--- src/rtl/core/kswg_pkg.sv ---
`timescale 1ns / 1ps
// ----------------------------------------------------------------------------
// kswg_pkg
// Shared types and constants of the keyed splitmix weight generator.
// ----------------------------------------------------------------------------
package kswg_pkg;

  localparam int unsigned HashW   = 64;
  localparam int unsigned FloatW  = 32;
  localparam int unsigned ByteW   = 8;
  localparam int unsigned CmdW    = 2;
  localparam int unsigned CfgIdxW = 1;
  localparam int unsigned OutW    = 96;

  localparam logic [HashW-1:0]  FnvLow     = 64'h0000_0000_0000_01B3;
  localparam logic [HashW-1:0]  GoldenInc  = 64'h9E37_79B9_7F4A_7C15;
  localparam logic [HashW-1:0]  MixMulA    = 64'hBF58_476D_1CE4_E5B9;
  localparam logic [HashW-1:0]  MixMulB    = 64'h94D0_49BB_1331_11EB;
  localparam logic [FloatW-1:0] QNanBits   = 32'h7FC0_0000;
  localparam logic [FloatW-1:0] ScaleReset = 32'h3F80_0000;

  localparam logic [CmdW-1:0] CMD_START  = 2'd0;
  localparam logic [CmdW-1:0] CMD_ABSORB = 2'd1;
  localparam logic [CmdW-1:0] CMD_GEN    = 2'd2;

  localparam logic [CfgIdxW-1:0] REG_SEED  = 1'd0;
  localparam logic [CfgIdxW-1:0] REG_SCALE = 1'd1;

  typedef enum logic [1:0] {
    OP_START,
    OP_ABSORB,
    OP_GEN
  } op_e;

  typedef struct packed {
    op_e              op;
    logic [ByteW-1:0] key_byte;
  } q_entry_t;

endpackage

--- src/rtl/core/kswg_front.sv ---
`timescale 1ns / 1ps
// ----------------------------------------------------------------------------
// kswg_front
// Accept commands, drop unused codes and hold them in a two-entry queue.
// ----------------------------------------------------------------------------
module kswg_front (
  input  logic                      clk_i,
  input  logic                      rst_ni,
  input  logic                      s_axis_tvalid,
  output logic                      s_axis_tready,
  input  logic [7:0]                s_axis_tdata,  // key_byte
  input  logic [1:0]                s_axis_tuser,  // command
  output kswg_pkg::q_entry_t        head_o,
  output logic                      head_valid_o,
  input  logic                      pop_i
);
  import kswg_pkg::*;

  q_entry_t e0_q, e0_d, e1_q, e1_d, in_entry;
  logic     v0_q, v0_d, v1_q, v1_d;
  logic     keep;

  assign s_axis_tready = !v1_q;

  always_comb begin
    keep = 1'b1;
    in_entry.key_byte = s_axis_tdata;
    in_entry.op = OP_START;
    case (s_axis_tuser)
      CMD_START:  in_entry.op = OP_START;
      CMD_ABSORB: in_entry.op = OP_ABSORB;
      CMD_GEN:    in_entry.op = OP_GEN;
      default:    keep = 1'b0;
    endcase
  end

  always_comb begin
    v0_d = v0_q;
    v1_d = v1_q;
    e0_d = e0_q;
    e1_d = e1_q;
    if (pop_i) begin
      v0_d = v1_q;
      e0_d = e1_q;
      v1_d = 1'b0;
    end
    if (s_axis_tvalid && s_axis_tready && keep) begin
      if (!v0_d) begin
        v0_d = 1'b1;
        e0_d = in_entry;
      end else begin
        v1_d = 1'b1;
        e1_d = in_entry;
      end
    end
  end

  always_ff @(posedge clk_i or negedge rst_ni) begin
    if (!rst_ni) begin
      v0_q <= 1'b0;
      v1_q <= 1'b0;
      e0_q <= '0;
      e1_q <= '0;
    end else begin
      v0_q <= v0_d;
      v1_q <= v1_d;
      e0_q <= e0_d;
      e1_q <= e1_d;
    end
  end

  assign head_o       = e0_q;
  assign head_valid_o = v0_q;

endmodule

--- config.mk ---
export PLATFORM = sky130hd
export DESIGN_NAME = kswg_front
export DESIGN_NICKNAME = d
export VERILOG_FILES = /design/src/rtl/core/kswg_pkg.sv /design/src/rtl/core/kswg_front.sv
export SDC_FILE = /design/constraint.sdc
export NUM_CORES = 1
export LEC_CHECK = 0
export BUFFER_PORTS_ARGS = -buffer_cell sky130_fd_sc_hd__buf_2
export CORE_ASPECT_RATIO = 1.25
export CORE_MARGIN = 2
export CORE_UTILIZATION = 46
export CTS_CLUSTER_DIAMETER = 120
export DETAILED_ROUTE_END_ITERATION = 10
export MAX_ROUTING_LAYER = met4
export PLACE_DENSITY = 0.82
export SLEW_MARGIN = 20
export SYNTH_ARGS = -nofsm -noshare
export SYNTH_HDL_FRONTEND = slang
export SYNTH_SLANG_ARGS = --single-unit
--- constraint.sdc ---
create_clock -name clk_i -period 1.6 [get_ports clk_i]
set_clock_uncertainty 0.1 [all_clocks]
set_input_delay 0.16 -clock clk_i [delete_from_list [all_inputs] [get_ports clk_i]]
set_output_delay 0.16 -clock clk_i [all_outputs]
set_load 0.005 [all_outputs]
# Yosys cells after proc, flatten, opt, wreduce, memory -nomap -nowiden
# Cells that the tools add are included.
classes:
  n_mul: 0
  n_eq_ne: 2
  order_cmp: 0
  shift: 0
  n_div: 0
  muxes: 10
  bitwise_logic: 0
  n_reduce_logical: 6
  n_addsub: 0
ops:
  columns: ["operator", "count"]
  rows:
  - ["two-way mux 10 bit", 3]
  - ["two-way mux 1 bit", 6]
  - ["case mux 2 bit (2 select lines)", 1]
  - ["OR reduction 3 bit", 1]
  - ["== test 2 x 1 -> 1 bit, second input constant", 1]
  - ["== test 2 bit, second input constant", 1]
  - ["logical AND 1 bit", 2]
  - ["zero test 2 bit", 1]
  - ["AND reduction 2 bit", 1]
  - ["zero test 1 bit", 1]
totals:
  mem_count: 0
  regBits: 22
  input_bits: 14
  out_inout_bits: 12
  ram_bits: 0
  wordCells: 24
  latch_bits: 0
  mem_bits_ro: 0

# Logic depth before layout (Yosys ltp)
logic_depth:
  ltp_word: 5
  depth_mapped: 4
  ltp_nobuf: 3

# Least setup slack after synthesis
# Ideal clock, no wire load.
synth_timing:
  kind: "register to register"
  start: "reg v1_q"
  end: "reg e0_q, in the netlist head_o[0]"
  synth_period_minus_slack_ns: 1.305
  setup_ns: 0.125
  stages_incl_launch_ff: 4
  setup_slack_ns: 0.295
  arrival_time_ns: 1.080
  cell_sequence: "dfrtp_1 nor2b_4 nand3_2 mux2_2"
synth_rtl:
  columns: ["element", "line", "rtl"]
  rows:
  - ["start, declared", "kswg_front.sv:20", "logic v0_q, v0_d, v1_q, v1_d;"]
  - ["start signal, assigned", "kswg_front.sv:66", "v1_q <= v1_d;"]
  - ["end signal, assigned", "kswg_front.sv:62", "e0_q <= '0;"]
  - ["end signal, assigned", "kswg_front.sv:67", "e0_q <= e0_d;"]
  - ["end, declared", "kswg_front.sv:19", "q_entry_t e0_q, e0_d, e1_q, e1_d, in_entry;"]

==> summary.md <==
| Metric | Value |
|---|---|
| Status | `finished clean` |
| Clk pwr share | `0.238` |
| Synth top area share | `0.535` |
| Critical R2R Capture | `head_o[2]$_DFF_PN0_` |
| Setup WS pre-CTS | `0.119 ns` |
| Die Y | `between 50 and 60 um` |
| Total grt overflow | `0` |
| Core area | `around 0.0022 mm^2` |
| WL final | `around 1900 um` |
| # port buffers | `25` |
| Synth-to-layout area growth | `28.7%` |
| Hold Crit Class | `in -> reg` |
| Fin. Hold Viols | `0` |
| Slowest CP cell | `dfrtp_1` |
| Clock sink count | `22` |
| Mapped Cells | `between 60 and 70` |
| Clk slew on worst S/H paths | `0.12 ns` |
| Max Freq | `669 MHz` |
| P per Cell Area | `around 1300 mW/mm^2` |
| Largest area contributor in the netlist | `dfrtp_1` |
| Worst-Margin Slew | `about 0.47 ns` |
| Worst-skew pair later-pin latency | `approximately 0.30 ns` |
| Data arrival, critical path | `1.59 ns` |
| Switching Power | `0.435 mW` |
| Vias | `between 600 and 700` |
| RSZ-0062 raised after global routing | `false` |
| Die width | `roughly 46 um` |
| Int Power | `approximately 1.3 mW` |
| Final GP Congestion | `~0.67` |
| Reg2reg path depth | `3` |
| RR Startpoint | `v1_q$_DFF_PN0_` |
| Sequential share of the synthesized area | `0.535` |
| Switching share of power | `0.247` |
| Post-layout min period | `roughly 1.5 ns` |
| Pins over their slew limit | `0` |
| Hold Crit Depth | `3` |
| Critical path, cell by cell | `nor2b_4, nand3_2, mux2_2` |
| Hold EP | `e1_q[8]$_DFFE_PN0P_` |
| Clock Tree Root | `clkbuf_4` |
| Initial antenna violation count | `0` |
| Max Cap Violations | `0` |
| Hold_sp | `s_axis_tuser[0]` |
| Final period utilization | `0.934` |
| Gr usage total | `0.168` |
| Vias in the first global route | `~660` |
| Setup ws final | `between 0.1 and 0.15 ns` |
| Post-layout util | `0.612` |
| Initial core utilization | `0.475` |
| CP peak stage delay | `approximately 0.45 ns` |
| Synth Register Bits | `22` |
| Slew headroom | `0.684` |
| Setup-failing EPs final | `0` |
| CP endpoint kind | `register` |
| Crit-path max FO | `10` |
| IO Count | `26` |
| Register share of total power | `0.473` |
| Synth cell types | `15` |
| R2r setup slk | `0.11 ns` |
| # diodes | `0` |
| H-tree Lvls | `1` |
| Crit path launch type | `register` |
| Required time of the worst setup path | `1.70 ns` |
| Area contributors post-synth | `dfrtp_1 (54%), mux2_2 (19%), mux2_4 (10%)` |
| Layout cell share with drive strength beyond 1 | `0.552` |
| Inserted Clock Buffers | `3` |
| Pin count of the biggest net entering global routing | `23` |
| Post-cts sizing count | `0` |
| Cell family with most CP delay | `simple AND/OR/NAND/NOR gates` |
| Avg Vias per Cell | `4.80` |
| CTS tree | `yes` |
| Design Power | `between 1.5 and 2 mW` |
| Peak supply drop | `approximately 750 uV` |
| Setup CP Type | `reg -> reg` |
| First DRT Iteration DRCs | `16` |
| First-pass GRT wire length | `~3000 um` |
| Syn Area/Cell | `approximately 15 um^2` |
| HPWL after DPL | `1200 um` |
| Wire length per cell | `between 10 and 15 um` |
| Nets | `120` |
| Max Root-Sink Buffers | `2` |
| DRT antenna net count | `0` |
| Post-synthesis cell area | `between 0.001 and 0.0015 mm^2` |
| Row cnt | `19` |
| Die area | `about 0.0026 mm^2` |
| Residual DRC count | `0` |
| Yosys Warn Count | `0` |
| Leak | `between 0.6 and 0.7 nW` |
| Power share of the combinational group | `0.289` |
| Net Count, Synth | `82` |
| Buf/Inv on CP | `0` |
| Setup_tns | `0 ns` |
| Initial DRT Pass Iterations | `4` |
## cell usage after synthesis
| master | number |
|---|---|
| nor2b_4 | 1 |
| nand2_1 | 3 |
| nand2b_4 | 1 |
| o21ai_0 | 1 |
| buf_4 | 1 |
| inv_1 | 3 |
| mux2i_1 | 6 |
| nand3b_4 | 1 |
| nand3_1 | 1 |
| nand3_2 | 1 |
| buf_6 | 1 |
| mux2_4 | 7 |
| mux2_2 | 17 |
| nand2b_1 | 2 |
| dfrtp_1 | 22 |
## worst min-delay path, stage by stage
cell,delay (ns)
buf_2,0.11
nand2b_1,0.09
mux2i_1,0.07
## through the flow
| step | hold WS, ns | area (um^2) | instances |
|---|---|---|---|
| after floorplan | -0.236 | 1030 | 68 |
| after global routing | 0.0452 | 1320 | 136 |
| after CTS | 0.0406 | 1320 | 136 |
| after detailed placement | 0.0455 | 1180 | 123 |
| after global placement | 0.0379 | 1180 | 123 |
| final | 0.0529 | 1320 | 136 |
## logic make-up (layout without fill, tap and decap cells)
group | Yosys count | in the layout | synth area share
AOI/OAI and AO/OA | 1 | 1 | 0.00486
buffers and inverters | 5 | 42 | 0.0292
DFF | 22 | 22 | 0.535
muxes | 30 | 30 | 0.347
and+or+nand+nor | 10 | 10 | 0.0839
## cell usage in the layout (no fill, tap or decap), drive strengths merged
cell,synthesis,routed
bufinv,0,1
nand3b,1,1
o21ai,1,1
mux2i,6,6
nand3,2,2
nor2b,1,1
dlygate4sd3,0,9
clkbuf,0,3
nand2,3,3
dfrtp,22,22
mux2,24,24
inv,3,3
nand2b,3,3
buf,2,26
## power groups by stage
stage	Clock [mW]	Sequential (mW)	Combinational [mW]
floorplan	0	0.840	0.325
global placement	0	0.835	0.480
detailed placement	0	0.846	0.495
CTS	0.429	0.835	0.515
global route	0.447	0.858	0.558
finish	0.420	0.833	0.509
## registers in the layout (all words and copies together), names as in the netlist
register	cells
head_o	10
head_valid_o	1
e1_q	10
v1_q	1
## worst max-delay path by stage
stage                     cells past startpoint             endpoint           start
final                                         3  head_o[2]$_DFF_PN0_  v1_q$_DFF_PN0_
after global routing                          3  head_o[0]$_DFF_PN0_  v1_q$_DFF_PN0_
after CTS                                     3  head_o[3]$_DFF_PN0_  v1_q$_DFF_PN0_
after detailed placement                      3  head_o[3]$_DFF_PN0_  v1_q$_DFF_PN0_
after global placement                        3  head_o[6]$_DFF_PN0_  v1_q$_DFF_PN0_
after floorplan                               3  head_o[0]$_DFF_PN0_  v1_q$_DFF_PN0_
## repair_timing
action | 4_1_cts | 5_1_grt
endpoints found under the hold margin | 37 | 0
hold buffers | 9 | 0
setup buffers | 0 | 0
## cell type report
class | instances | area, um^2
multi-input cells | 41 | 448
fillers | 164 | 840
clock buffers | 3 | 22.5
inverters | 3 | 11.3
well taps | 31 | 38.8
clock inverters | 1 | 30.0
flip-flops and latches | 22 | 551
repair buffers | 35 | 223
## layer usage
layer / track usage / up-vias / wire length, um
li1: - / 311 / -
met1: 0.215 / 323 / 828
met2: 0.260 / 15 / 943
met3: 0.0193 / 4 / 50
met4: 0.0735 / 0 / 44
met5: - / - / 0
No activity file was read; power rests on OpenSTA's default activity.
